===== config.mk =====
export PLATFORM = sky130hd
export DESIGN_NAME = fpba_cell
export DESIGN_NICKNAME = d
export VERILOG_FILES = /design/src/design/fit_policy_block_allocator_defines.svh /design/src/design/fpba_pkg.sv /design/src/design/fpba_cell.sv
export SDC_FILE = /design/constraint.sdc
export NUM_CORES = 1
export LEC_CHECK = 0
export BUFFER_PORTS_ARGS = -buffer_cell sky130_fd_sc_hd__buf_2
export CORE_AREA = 2 2 149 151
export CTS_BUF_LIST = sky130_fd_sc_hd__clkbuf_8
export CTS_CLUSTER_DIAMETER = 200
export CTS_CLUSTER_SIZE = 10
export DETAILED_ROUTE_END_ITERATION = 8
export DIE_AREA = 0 0 151 153
export RECOVER_POWER = 25
export SLEW_MARGIN = 15
export SYNTH_ARGS = -nofsm -noshare
export SYNTH_HDL_FRONTEND = slang
export SYNTH_SLANG_ARGS = --single-unit

===== constraint.sdc =====
create_clock -name clk_i -period 5.6 [get_ports clk_i]
set_input_delay 0.84 -clock clk_i [delete_from_list [all_inputs] [get_ports clk_i]]
set_output_delay 0.84 -clock clk_i [all_outputs]
set_load 0.1 [all_outputs]

===== src/design/fit_policy_block_allocator_defines.svh =====
// Assertion macros shared by the allocator RTL.
`ifndef FIT_POLICY_BLOCK_ALLOCATOR_DEFINES_SVH
`define FIT_POLICY_BLOCK_ALLOCATOR_DEFINES_SVH
`ifndef SYNTHESIS
// Implication checked at every rising clock edge outside reset.
`define FPBA_ASSERT(lbl, prop, msg) \
  lbl: assert property (@(posedge clk_i) disable iff (!rst_ni) prop) else $error(msg);
// Condition that must never be true outside reset.
`define FPBA_NEVER(lbl, cond, msg) \
  lbl: assert property (@(posedge clk_i) disable iff (!rst_ni) !(cond)) else $error(msg);
`else
`define FPBA_ASSERT(lbl, prop, msg)
`define FPBA_NEVER(lbl, cond, msg)
`endif
`endif


===== src/design/fpba_pkg.sv =====
// Types, codes and constants of the fit-policy block allocator.
package fpba_pkg;
  localparam int unsigned MaxBlocksDef   = 64;
  localparam int unsigned HeaderBytesDef = 16;
  localparam int unsigned AddrW  = 20;
  localparam int unsigned SizeW  = 21;
  localparam int unsigned OwnerW = 16;
  localparam int unsigned NeedW  = 22;
  localparam int unsigned EndW   = 23;
  localparam int unsigned CfgIdxW = 1;
  localparam logic [SizeW-1:0] PoolLimit = SizeW'(1048576);

  typedef enum logic [1:0] {
    FIT_FIRST = 2'd0,
    FIT_BEST  = 2'd1,
    FIT_WORST = 2'd2,
    FIT_SPARE = 2'd3
  } fit_e;

  typedef enum logic {
    ACT_ALLOC = 1'b0,
    ACT_FREE  = 1'b1
  } action_e;

  typedef enum logic [1:0] {
    ST_ALLOCATED = 2'd0,
    ST_FAILED    = 2'd1,
    ST_RELEASED  = 2'd2,
    ST_MISSING   = 2'd3
  } status_e;

  typedef enum logic [CfgIdxW-1:0] {
    REG_FIT  = 1'b0,
    REG_POOL = 1'b1
  } reg_e;

  typedef struct packed {
    logic [AddrW-1:0]  start;
    logic [SizeW-1:0]  bytes;
    logic [OwnerW-1:0] owner;
  } entry_t;

  typedef struct packed {
    logic              release_op;
    logic [NeedW-1:0]  need;
    logic [SizeW-1:0]  pool;
    logic [OwnerW-1:0] key;
    logic              ins;
    logic              rem;
  } cell_ctl_t;

  // True when the later candidate b beats the earlier candidate a.
  function automatic logic pick_later(fit_e mode, logic a_found, logic [SizeW-1:0] a_gap,
                                      logic b_found, logic [SizeW-1:0] b_gap);
    logic win;
    win = 1'b0;
    if (b_found) begin
      if (!a_found) begin
        win = 1'b1;
      end else if (mode == FIT_BEST) begin
        win = b_gap < a_gap;
      end else if (mode == FIT_WORST) begin
        win = b_gap > a_gap;
      end
    end
    return win;
  endfunction
endpackage


===== src/design/fpba_cell.sv =====
// One table slot: holds an entry, scores the gap before it, shifts with its neighbors.
module fpba_cell #(
  parameter int unsigned Index       = 0,
  parameter int unsigned IdxW        = 6,
  parameter int unsigned HeaderBytes = fpba_pkg::HeaderBytesDef
) (
  input  logic                        clk_i,
  input  fpba_pkg::entry_t            left_i,
  input  fpba_pkg::entry_t            right_i,
  input  fpba_pkg::entry_t            new_i,
  output fpba_pkg::entry_t            ent_o,
  input  logic                        valid_i,
  input  logic                        boundary_i,
  input  logic [fpba_pkg::EndW-1:0]   prev_end_i,
  output logic [fpba_pkg::EndW-1:0]   end_o,
  input  fpba_pkg::cell_ctl_t         ctl_i,
  input  logic [IdxW-1:0]             pos_i,
  output logic                        found_o,
  output logic [fpba_pkg::SizeW-1:0]  gap_o,
  output logic [fpba_pkg::AddrW-1:0]  addr_o
);
  import fpba_pkg::*;

  entry_t          ent_q, ent_d;
  logic [EndW-1:0] lim, gapw;
  logic            start_ok, lim_ge, fits;
  logic [IdxW-1:0] me;

  assign me    = IdxW'(Index);
  assign ent_o = ent_q;
  assign end_o = EndW'(ent_q.start) + EndW'(HeaderBytes) + EndW'(ent_q.bytes);

  always_comb begin
    ent_d = ent_q;
    if (ctl_i.ins) begin
      if (me == pos_i) begin
        ent_d = new_i;
      end else if (me > pos_i) begin
        ent_d = left_i;
      end
    end else if (ctl_i.rem && me >= pos_i) begin
      ent_d = right_i;
    end
  end

  always_ff @(posedge clk_i) begin
    ent_q <= ent_d;
  end

  // Gap runs from the previous block's end to this block's start, or to the pool end.
  assign lim      = valid_i ? EndW'(ent_q.start) : EndW'(ctl_i.pool);
  assign start_ok = prev_end_i < EndW'(PoolLimit);
  assign lim_ge   = lim >= prev_end_i;
  assign gapw     = lim - prev_end_i;
  assign fits     = gapw >= EndW'(ctl_i.need);

  always_comb begin
    if (ctl_i.release_op) begin
      found_o = valid_i && (ent_q.owner == ctl_i.key);
      gap_o   = '0;
      addr_o  = ent_q.start;
    end else begin
      found_o = (valid_i || boundary_i) && start_ok && lim_ge && fits;
      gap_o   = gapw[SizeW-1:0];
      addr_o  = prev_end_i[AddrW-1:0];
    end
  end
endmodule


# ---- Word-level counts from Yosys, hierarchy flattened
# Cells that the tools add are included.
dict set report totals {
  ram_bits 0
  latchBits 0
  rom_bits 0
  register_bits 57
  wordCells 30
  memories 0
  output_inout_bits 122
  input_bits 265
}
dict set report op_classes {
  bitwise_logic 0
  n_lt_le_gt_ge 5
  n_mux 8
  n_mul 0
  shift 0
  div_mod_pow 0
  reduce_logical 9
  eq_ne 2
  add_sub_neg 3
}
# operator n
set op_table {}
lappend op_table {{$mux W57} 4}
lappend op_table {{$mux W21} 2}
lappend op_table {{$ge A21 B23 Y1} 1}
lappend op_table {{$ge A23 B22 Y1} 1}
lappend op_table {{$lt A23 B21 Y1 const B} 1}
lappend op_table {{$sub A21 B23 Y23} 1}
lappend op_table {{$add A21 B21 Y22} 1}
lappend op_table {{$add A20 B5 Y21 const B} 1}
lappend op_table {{$mux W20} 1}
lappend op_table {{$eq A16 B16 Y1} 1}
lappend op_table {{$ge A1 B6 Y1 const A} 1}
lappend op_table {{$gt A1 B6 Y1 const A} 1}
lappend op_table {{$logic_not A6 Y1} 1}
lappend op_table {{$logic_and A1 B1 Y1} 5}
lappend op_table {{$ne A3 B1 Y1 const B} 1}
lappend op_table {{$reduce_and A2 Y1} 1}
lappend op_table {{$reduce_bool A2 Y1} 1}
lappend op_table {{$logic_or A1 B1 Y1} 1}
lappend op_table {{$mux W1} 1}

# ---- Depth between registers and ports, before layout
# Gate-level depths: netlist of the first run.
dict set report depth {
  word_depth 5
  ltp_mapped 20
  mapped_depth_nobuf 19
}

# ---- Least setup slack after synthesis of the first run
# Ideal clock, no wire load.
dict set report synth_timing {
  path_type {reg2out}
  from {register ent_q (netlist bit ent_o[47])}
  to {output port end_o[17] (netlist name)}
  arrival_time_ps 5953
  required_ps 4760
  slack_ps -1193
  n_path_buf 1
  path_stages_with_launch 11
  cell_sequence {edfxtp_1 ha_1 ha_1 clkbuf_1 a21o_1 a21o_1 a21o_1 a21oi_1 nand2_1 a21oi_1 o311ai_0}
}
dict set report synth_via {
  elab_chain_cells 2
}
# item line_no
set synth_rtl {}
lappend synth_rtl {{start: declaration} fpba_cell.sv:24} ;# entry_t ent_q, ent_d;
lappend synth_rtl {{start signal: assignment} fpba_cell.sv:47} ;# ent_q <= ent_d;
lappend synth_rtl {{$add A20 B5 Y21} fpba_cell.sv:31} ;# assign end_o = EndW'(ent_q.start) + EndW'(HeaderBytes) + EndW'(ent_q.bytes);
lappend synth_rtl {{$add A21 B21 Y22} fpba_cell.sv:31}
lappend synth_rtl {{end: declaration} fpba_cell.sv:15} ;# output logic [fpba_pkg::EndW-1:0] end_o,
# Every way passes these cells.

# ---- Final worst setup path of the first run
dict set report layout_timing {
  from {input port valid_i}
  to {output port found_o}
}
dict set report layout_via {
  elab_chain_cells 5
  word_cells_on_any_way 10
  cone_classes {add/sub: 1; order compare: 2; mux: 2; reduce/logical: 5}
}
# item line_no
set layout_rtl {}
lappend layout_rtl {{start: declaration} fpba_cell.sv:12} ;# input logic valid_i,
lappend layout_rtl {{$mux W21 / $logic_or A1 B1 Y1 (equally long branches)} {fpba_cell.sv:51, fpba_cell.sv:63}}
lappend layout_rtl {{$sub A21 B23 Y23, or another cell as far along} fpba_cell.sv:54} ;# assign gapw = lim - prev_end_i;
lappend layout_rtl {{$ge A23 B22 Y1 / $logic_and A1 B1 Y1 (equally long branches)} {fpba_cell.sv:55, fpba_cell.sv:63}}
lappend layout_rtl {{$logic_and A1 B1 Y1} fpba_cell.sv:63} ;# found_o = (valid_i || boundary_i) && start_ok && lim_ge && fits;
lappend layout_rtl {{$mux W1 (*)} fpba_cell.sv:58} ;# if (ctl_i.release_op) begin
lappend layout_rtl {{end: declaration} fpba_cell.sv:18} ;# output logic found_o,
# Every way passes the cells marked *; elsewhere a longest branch is shown, timed or not.

==> results.py, run 1 <==
metrics = {
    "die": {
        "core_area_mm2": 0.0215,
        "die_area_mm2": 0.0231,
        "ios": 387,
        "rows": 54,
        "die_h_um": 153,
        "start_util": 0.310,
        "die_x_um": 151,
    },
    "logic_synthesis": {
        "synthCells": 779,
        "ys_top_cells_by_area": "edfxtp_1 26%, ha_1 16%, mux2i_1 8.7%, a21oi_1 6.8%, nor2_1 5.1%",
        "yosys.area_share.simple": 0.159,
        "synth_edf_count": 57,
        "synth_seq_cells": 57,
        "netlist_area_mm2": 0.00665,
        "synth_ff_type": "edfxtp_1",
        "synthArstFlopShare": 0,
        "synth-xor-area-share": 0.0632,
        "ys_seq_area_frac": 0.257,
        "synth_top_family_by_area": "compound AO/OA/AOI/OAI gates",
        "ys_types": 57,
        "synth_top_cell_by_area": "edfxtp_1",
        "synth_nets": 1131,
        "avgSynthCellArea_um2": 8.54,
        "ys_warn_count": 0,
        "synthMuxAreaShare": 0.125,
        "synthAdderAreaFrac": 0.166,
        "synth_compound_area_frac": 0.177,
        "ys_top_cells_by_count": "91 x a21oi_1, 91 x nor2_1, 85 x ha_1",
        "yosysTopAreaCellShare": 0.257,
    },
    "worst_setup_path": {
        "end_kind": "output port",
        "worstPathArrival_ns": 4.71,
        "cp_slowest_cell": "fa_2",
        "endpoint": "found_o",
        "crit_type": "primary input to output port",
        "crit_cells": 20,
        "path_cells": "buf_12 -> buf_12 -> mux2i_2 -> ha_2 -> inv_2 -> fa_2 -> a211oi_4 -> o21bai_2 -> a31oi_2 -> o21ai_2 -> o41ai_2 -> xnor2_1 -> ha_1 -> nand4_1 -> nor4_4 -> o21ai_1 -> a31oi_1 -> a211oi_2 -> o21ai_4 -> buf_12",
        "cp_common_cell": "buf_12",
        "crit_path_start": "valid_i",
        "cp-start-kind": "primary input",
        "cp.buffers_inverters": 4,
        "required_ns": 4.76,
        "path_delay_family": "compound AO/OA/AOI/OAI gates",
        "max_stage_delay_ns": 0.40,
        "crit_fanout": 7,
    },
    "detailed_routing": {
        "drc": 0,
        "wirelength_um": 27100,
        "first_pass_iters": 4,
        "ant_nets": 0,
        "vias_per_cell": 4.88,
        "vias": 7220,
        "drt_iter0_markers": 266,
        "routedWlPerCell_um": 18.3,
    },
    "cts": {
        "ctsHoldBuffers": 0,
        "ctsRootBufferMaster": "clkbuf_8",
        "clkTransAtPathRegs_ns": 0.09,
        "tritoncts": "done",
        "cts_buffers": 9,
        "cts_buffer_depth": 2,
        "cts_max_level": 3,
        "cts.sinks": 57,
    },
    "run_status": {
        "outcome": "finished with violations",
        "violations": "max-capacitance violations, max-slew violations",
    },
    "timing": {
        "hold_viol_final": 0,
        "setup_viol": 0,
        "maxSlewHeadroom": -0.172,
        "fmax_mhz": 180,
        "rsz0062_at_grt": "yes",
        "fin_crit_ns": 5.55,
        "period_share": 0.992,
        "worst_slew_pin_slew_ns": 1.75,
        "drv_slew": 29,
        "layout_setup_ws_ns": 0.0457,
        "fin_setup_tns_ns": 0,
    },
    "placement": {
        "place.gp.congestion": 0.928,
        "io_buffers": 385,
        "dp.final_hpwl_um": 22500,
        "pre_cts_ws_ns": -0.127,
        "post-place-cells": 1454,
    },
    "grt": {
        "grt_pass1_vias": 7150,
        "antenna_found_initial": 8,
        "grt-ovfl-total": 0,
        "grt_max_degree": 64,
        "grt_pass1_wl_um": 39000,
        "grt_util_all_layers": 0.224,
    },
    "finish": {
        "nets": 1541,
        "register_area_mm2": 0.00171,
        "multi_input_area_mm2": 0.00480,
        "largest_register_ffs": 57,
        "drive_above_1_share": 0.389,
        "area_growth_pct": 44.7,
        "fillCellCount": 2213,
        "fin_cells": 1481,
    },
    "flow_run": {
        "maxCapViolations": 1,
    },
    "power_and_ir_drop": {
        "ir_drop_uv": 92.8,
        "powerDensity_mw_per_mm2": 190,
        "leakagePower_uw": 0.00498,
    },
    "worst_hold_path": {
        "min_path_type": "primary input to register",
    },
}
cells by family after synthesis:
logic type / count (synthesis)
and+or+nand+nor: 227
AOI/OAI and AO/OA: 188
buffers and inverters: 91
adders and majority gates: 87
muxes: 80
DFF: 57
xor gates and xnor gates: 48
other: 1
cell type report:
cell class | instances | area share
multi-input combinational | 631 | 0.499
timing repair buffer | 432 | 0.239
sequential | 57 | 0.178
tap | 280 | 0.0364
inverter | 58 | 0.0226
clock buffer | 9 | 0.0129
clock inverter | 7 | 0.0105
antenna | 7 | 0.00182
per-stage QoR:
stage | power [uW] | instance area, um^2 | hold slack [ns] | utilization
finish | 1830 | 9620 | 0.798 | 0.448
global placement | 1340 | 9190 | 1.16 | 0.428
floorplan | 1100 | 6670 | 1.07 | -
global route | 1930 | 9620 | 0.787 | 0.448
CTS | 1830 | 9520 | 0.771 | 0.443
detailed placement | 1340 | 9190 | 1.17 | 0.428
power by group:
| part | leakage, uW | internal (uW) | total [uW] | switching, uW |
|---|---|---|---|---|
| logic | 0.00434 | 293 | 888 | 595 |
| registers | 0.000531 | 477 | 481 | 3.43 |
| clock network | 0.000106 | 254 | 462 | 207 |
| total | 0.00498 | 1020 | 1830 | 806 |
placed cells by master, fill, tap and decap left out, types with 4 or more instances in the layout:
cell / instances
buf_2: 329
nor2_1: 89
a21oi_1: 87
ha_1: 80
inv_1: 57
mux2i_1: 57
edfxtp_1: 57
clkbuf_1: 53
buf_4: 44
nand2_1: 41
xnor2_1: 37
o21ai_0: 30
nor2b_1: 24
mux2_2: 22
nand3_1: 16
a21o_1: 11
xor2_1: 11
nand4_1: 10
nor3_1: 10
clkbuf_8: 9
diode_2: 7
o21ai_1: 6
a21oi_2: 6
nor4_1: 5
o21bai_1: 5
a211oi_1: 5
buf_12: 5
o21ai_2: 4
nor3_2: 4
how the worst min path moves through the flow:
stage                     cells past startpoint         to  slack, ns         from
after floorplan                               2  ent_o[10]       1.07  right_i[10]
after global placement                        3  ent_o[39]       1.16  right_i[39]
after detailed placement                      3  ent_o[16]       1.17  right_i[16]
after CTS                                     3  ent_o[18]       0.77  right_i[18]
after global routing                          3  ent_o[18]       0.79  right_i[18]
final                                         3  ent_o[21]       0.80  right_i[21]
metal layers:
| layer | GRT usage | share of wire |
|---|---|---|
| met1 | 0.250 | 0.38 |
| met2 | 0.422 | 0.53 |
| met3 | 0.0424 | 0.069 |
| met4 | 0.0725 | 0.022 |
| met5 | 0 | 0 |
timing repair:
action	4_1_cts	5_1_grt
setup endpoints to repair	1	1
gates resized for setup	13	32
buffers inserted	1	2
gates cloned	1	0
pin swaps	9	24
(Power assumes the default switching activity.)
==> inputs of run 2 (changes only) <==
- clock period: 5.6 -> 4.75 ns (I/O delays scaled with it)
==> results.py, run 2 (synthesized netlist as in run 1, its figures left out) <==
metrics = {
    "run_status": {
        "outcome": "finished with violations",
        "violations": "max-capacitance violations, max-slew violations, negative setup slack",
    },
    "timing": {
        "rsz0062_at_grt": "yes",
        "fmax_mhz": 196,
        "layout_setup_ws_ns": -0.345,
        "drv_slew": 30,
        "fin_crit_ns": 5.09,
        "worst_slew_pin_slew_ns": 1.59,
        "setup_viol": 1,
        "hold_viol_final": 0,
        "whs_ns": 0.679,
        "maxSlewHeadroom": -0.0646,
        "period_share": 1.07,
    },
    "detailed_routing": {
        "ant_nets": 0,
        "first_pass_iters": 5,
        "vias": 7371,
        "drt_iter0_markers": 271,
        "wirelength_um": 26800,
        "drc": 0,
        "routedWlPerCell_um": 17.8,
        "vias_per_cell": 4.89,
    },
    "placement": {
        "io_buffers": 385,
        "pre_cts_ws_ns": -0.487,
        "placed_area_mm2": 0.00966,
        "dp.final_hpwl_um": 22800,
        "place.gp.congestion": 0.846,
        "post-place-cells": 1483,
    },
    "grt": {
        "grt_util_all_layers": 0.225,
        "grt_max_degree": 65,
        "grt_pass1_vias": 7221,
        "grt-ovfl-total": 0,
        "antenna_found_initial": 6,
        "grt_pass1_wl_um": 38900,
    },
    "finish": {
        "largest_register_ffs": 57,
        "nets": 1572,
        "layout_commonest_cell": "buf_2",
        "drive_above_1_share": 0.422,
        "area_growth_pct": 50.3,
        "mostFrequentLayoutCells": "335 x buf_2, 90 x nor2_1, 87 x a21oi_1",
        "fin_cells": 1508,
        "post-route-cell-area_mm2": 0.0100,
    },
    "cts": {
        "cts_buffer_depth": 2,
        "cts.sinks": 57,
        "cts_buffers": 9,
        "ctsHoldBuffers": 0,
        "ctsRootBufferMaster": "clkbuf_8",
        "cts_max_level": 3,
        "tritoncts": "done",
        "clkTransAtPathRegs_ns": 0.08,
    },
    "worst_setup_path": {
        "required_ns": 4.04,
        "crit_fanout": 11,
        "worstPathArrival_ns": 4.38,
        "crit_type": "primary input to output port",
        "cp-start-kind": "primary input",
        "end_kind": "output port",
    },
    "flow_run": {
        "maxCapViolations": 1,
    },
    "power_and_ir_drop": {
        "leakagePower_uw": 0.00521,
        "power_uw": 2130,
        "powerDensity_mw_per_mm2": 213,
        "ir_drop_uv": 145,
    },
    "die": {
        "start_util": 0.310,
        "rows": 54,
        "die_x_um": 151,
        "ios": 387,
        "core_area_mm2": 0.0215,
        "die_h_um": 153,
        "die_area_mm2": 0.0231,
    },
    "worst_hold_path": {
        "min_path_type": "primary input to register",
    },
}
==> run 2: changes by cell type in the layout (fill, tap and decap cells not counted), moves of 3 or more <==
cell and change:
xnor2_2 +3, xnor2_1 -3, mux2_2 -6, buf_2 +6
diode_2 -3, buf_4 +35, xor2_2 +3, ha_1 -5
mux2_4 +6, buf_12 +3, xor2_1 -3, a211oi_2 +3
clkbuf_1 -13, ha_4 +6
==> run 2: critical path, cell delays in order <==
cell and delay [ns]:
buf_4 0.14, buf_12 0.15, buf_4 0.14, mux2_4 0.30, ha_4 0.24, and2_4 0.13, or2_4 0.23, or3_4 0.40
o21ai_4 0.16, o21ai_2 0.09, xor2_1 0.15, ha_1 0.32, nand2_1 0.08, or2_4 0.27, nor4_2 0.14, o21ai_1 0.11
a31oi_1 0.17, a211oi_2 0.08, o21ai_4 0.16, buf_12 0.19
==> run 2: what timing repair did <==
item | CTS | global route
setup endpoints to repair | 1 | 2
gates resized for setup | 5 | 22
pin swaps | 6 | 10
buffers inserted | 2 | 4
==> run 2: metal layers <==
metal	part of all wire	GRT usage	vias to the layer above	wire, um
li1	-	-	3693	-
met5	0.0011	0	-	29
met3	0.068	0.0507	30	1830
met4	0.022	0.0690	4	580
met1	0.39	0.248	3361	10500
met2	0.52	0.421	283	13900
==> run 2: layout make-up <==
class | instances | area [um^2]
Inverter | 58 | 218
Antenna cell | 4 | 10.0
Clock buffer | 9 | 124
Sequential cell | 57 | 1710
Tap cell | 280 | 350
Timing Repair Buffer | 463 | 2590
Fill cell | 2192 | 11500
Clock inverter | 6 | 60.1
Multi-Input combinational cell | 631 | 4940
==> run 2: power breakdown <==
group | leakage (uW) | total, uW | internal (uW) | switching [uW]
combinational | 0.00458 | 1100 | 394 | 711
sequential | 0.000531 | 567 | 563 | 3.86
clock | 0.0000925 | 457 | 237 | 220
total | 0.00521 | 2130 | 1190 | 935
==> run 2: worst paths after layout <==
check / depth (start not counted) / start / to / slack, ns
max: 20 / valid_i / found_o / -0.34
min: 3 / right_i[20] / ent_o[20] / 0.68
==> run 2: stage by stage <==
step           utilization  TNS [ns]
2_1_floorplan            -    -0.184
3_3_place_gp         0.449    -0.377
3_5_place_dp         0.449    -0.487
4_1_cts              0.460    -0.383
5_1_grt              0.465    -0.547
6_report             0.465    -0.345
==> inputs of run 3 (changes only) <==
- CELL_PAD_IN_SITES_DETAIL_PLACEMENT: unset -> 1
- CELL_PAD_IN_SITES_GLOBAL_PLACEMENT: unset -> 2
- CORE_AREA: 2 2 149 151 -> unset
- CORE_MARGIN: unset -> 2
- CORE_UTILIZATION: unset -> 22
- DIE_AREA: 0 0 151 153 -> unset
- PLACE_DENSITY_LB_ADDON: unset -> 0.1
==> results.py, run 3 (synthesized netlist as in run 1, its figures left out) <==
metrics = {
    "detailed_routing": {
        "ant_nets": 0,
        "vias_per_cell": 4.55,
        "routedWlPerCell_um": 19.2,
        "vias": 7415,
        "drc": 0,
        "wirelength_um": 31300,
        "first_pass_iters": 4,
        "drt_iter0_markers": 259,
    },
    "die": {
        "rows": 63,
        "die_x_um": 178,
        "start_util": 0.224,
        "core_area_mm2": 0.0297,
        "die_area_mm2": 0.0316,
        "die_h_um": 178,
        "ios": 387,
    },
    "timing": {
        "maxSlewHeadroom": -0.250,
        "period_share": 1.07,
        "layout_setup_ws_ns": -0.344,
        "fmax_mhz": 196,
        "drv_slew": 99,
        "hold_viol_final": 0,
        "rsz0062_at_grt": "yes",
        "worst_slew_pin_slew_ns": 1.87,
        "fin_crit_ns": 5.09,
        "setup_viol": 1,
    },
    "finish": {
        "fin_util": 0.349,
        "fin_cells": 1628,
        "nets": 1579,
        "area_growth_pct": 55.8,
        "mostFrequentLayoutCells": "319 x buf_2, 90 x nor2_1, 85 x a21oi_1",
        "largest_register_ffs": 57,
        "layout_commonest_cell": "buf_2",
        "drive_above_1_share": 0.423,
    },
    "worst_setup_path": {
        "worstPathArrival_ns": 4.38,
        "crit_path_start": "valid_i",
        "cp.buffers_inverters": 4,
        "crit_type": "primary input to output port",
        "cp-start-kind": "primary input",
        "end_kind": "output port",
        "max_stage_delay_ns": 0.41,
        "path_delay_family": "simple AND/OR/NAND/NOR gates",
        "endpoint": "found_o",
        "cp_common_cell": "buf_12",
        "required_ns": 4.04,
        "crit_fanout": 6,
        "path_cells": "buf_12 -> buf_12 -> buf_6 -> mux2_4 -> ha_4 -> and2_4 -> or2_4 -> or3_4 -> o21ai_4 -> o21ai_2 -> xor2_1 -> ha_1 -> nand2_2 -> or2_4 -> nor4_2 -> o21ai_1 -> a31oi_1 -> a211oi_2 -> o21ai_4 -> buf_12",
        "cp_slowest_cell": "or3_4",
        "crit_cells": 20,
    },
    "worst_hold_path": {
        "min_path_type": "primary input to register",
    },
    "placement": {
        "place.gp.congestion": 0.791,
        "dp.final_hpwl_um": 27000,
        "io_buffers": 385,
        "post-place-cells": 1597,
    },
    "cts": {
        "ctsRootBufferMaster": "clkbuf_8",
        "ctsHoldBuffers": 0,
        "cts_buffers": 9,
        "cts.sinks": 57,
        "clkTransAtPathRegs_ns": 0.09,
        "cts_max_level": 3,
        "cts_buffer_depth": 2,
        "tritoncts": "done",
    },
    "power_and_ir_drop": {
        "powerDensity_mw_per_mm2": 219,
        "ir_drop_uv": 102,
        "leakagePower_uw": 0.00528,
    },
    "run_status": {
        "outcome": "finished with violations",
        "violations": "max-capacitance violations, max-slew violations, negative setup slack",
    },
    "grt": {
        "grt_util_all_layers": 0.195,
        "grt_max_degree": 99,
        "grt-ovfl-total": 0,
        "grt_pass1_wl_um": 46000,
        "grt_pass1_vias": 7941,
        "antenna_found_initial": 6,
    },
    "flow_run": {
        "maxCapViolations": 1,
    },
}
[run 3: changes by cell type in the layout (fill, tap and decap cells not counted), sizes merged]
cell      delta
bufinv       +1
clkinvlp     -1
buf          -9
inv          +1
diode        +2
clkbuf      +16
[run 3: layer usage]
metal / vias to the layer above / wire length (um) / global-route usage
li1: 3712 / - / -
met3: 20 / 2320 / 0.0536
met2: 250 / 16200 / 0.364
met5: - / 21 / 0
met4: 4 / 342 / 0.0400
met1: 3429 / 12500 / 0.220
[run 3: cell type report]
type	count	area [um^2]
fillers	3654	19400
multi-input cells	631	5040
repair buffers	470	2680
flip-flops and latches	57	1710
well taps	390	488
inverters	58	218
clock buffers	9	124
clock inverters	7	86.3
diodes	6	15.0
[run 3: how the worst min path moves through the flow]
| stage | start | end | slack, ns | depth (start not counted) |
|---|---|---|---|---|
| global route | right_i[18] | ent_o[18] | 0.66 | 3 |
| detailed placement | right_i[27] | ent_o[27] | 1.04 | 3 |
| floorplan | right_i[10] | ent_o[10] | 0.94 | 2 |
| finish | right_i[23] | ent_o[23] | 0.67 | 3 |
| global placement | right_i[55] | ent_o[55] | 1.03 | 3 |
| CTS | right_i[21] | ent_o[21] | 0.65 | 3 |
[run 3: where the power goes]
group          switching (uW)  internal, uW  total [uW]
Sequential               3.73           563         566
Clock                     241           291         532
Combinational             735           431        1170
Total                     980          1280        2260
[run 3: stage by stage]
stage	TNS [ns]	total power, uW	setup slack [ns]	hold slack [ns]	cell area (um^2)
finish	-0.344	2260	-0.344	0.672	10400
CTS	-0.383	2260	-0.383	0.648	10200
global placement	-0.544	1690	-0.544	1.03	9870
detailed placement	-0.607	1700	-0.607	1.04	9870
floorplan	-0.184	1310	-0.184	0.938	6840
global route	-0.576	2400	-0.576	0.658	10400
[run 3: repair_timing]
action | CTS | global route
buffers inserted | 4 | 5
pin swaps | 13 | 27
setup endpoints to repair | 1 | 1
gates resized for setup | 20 | 36
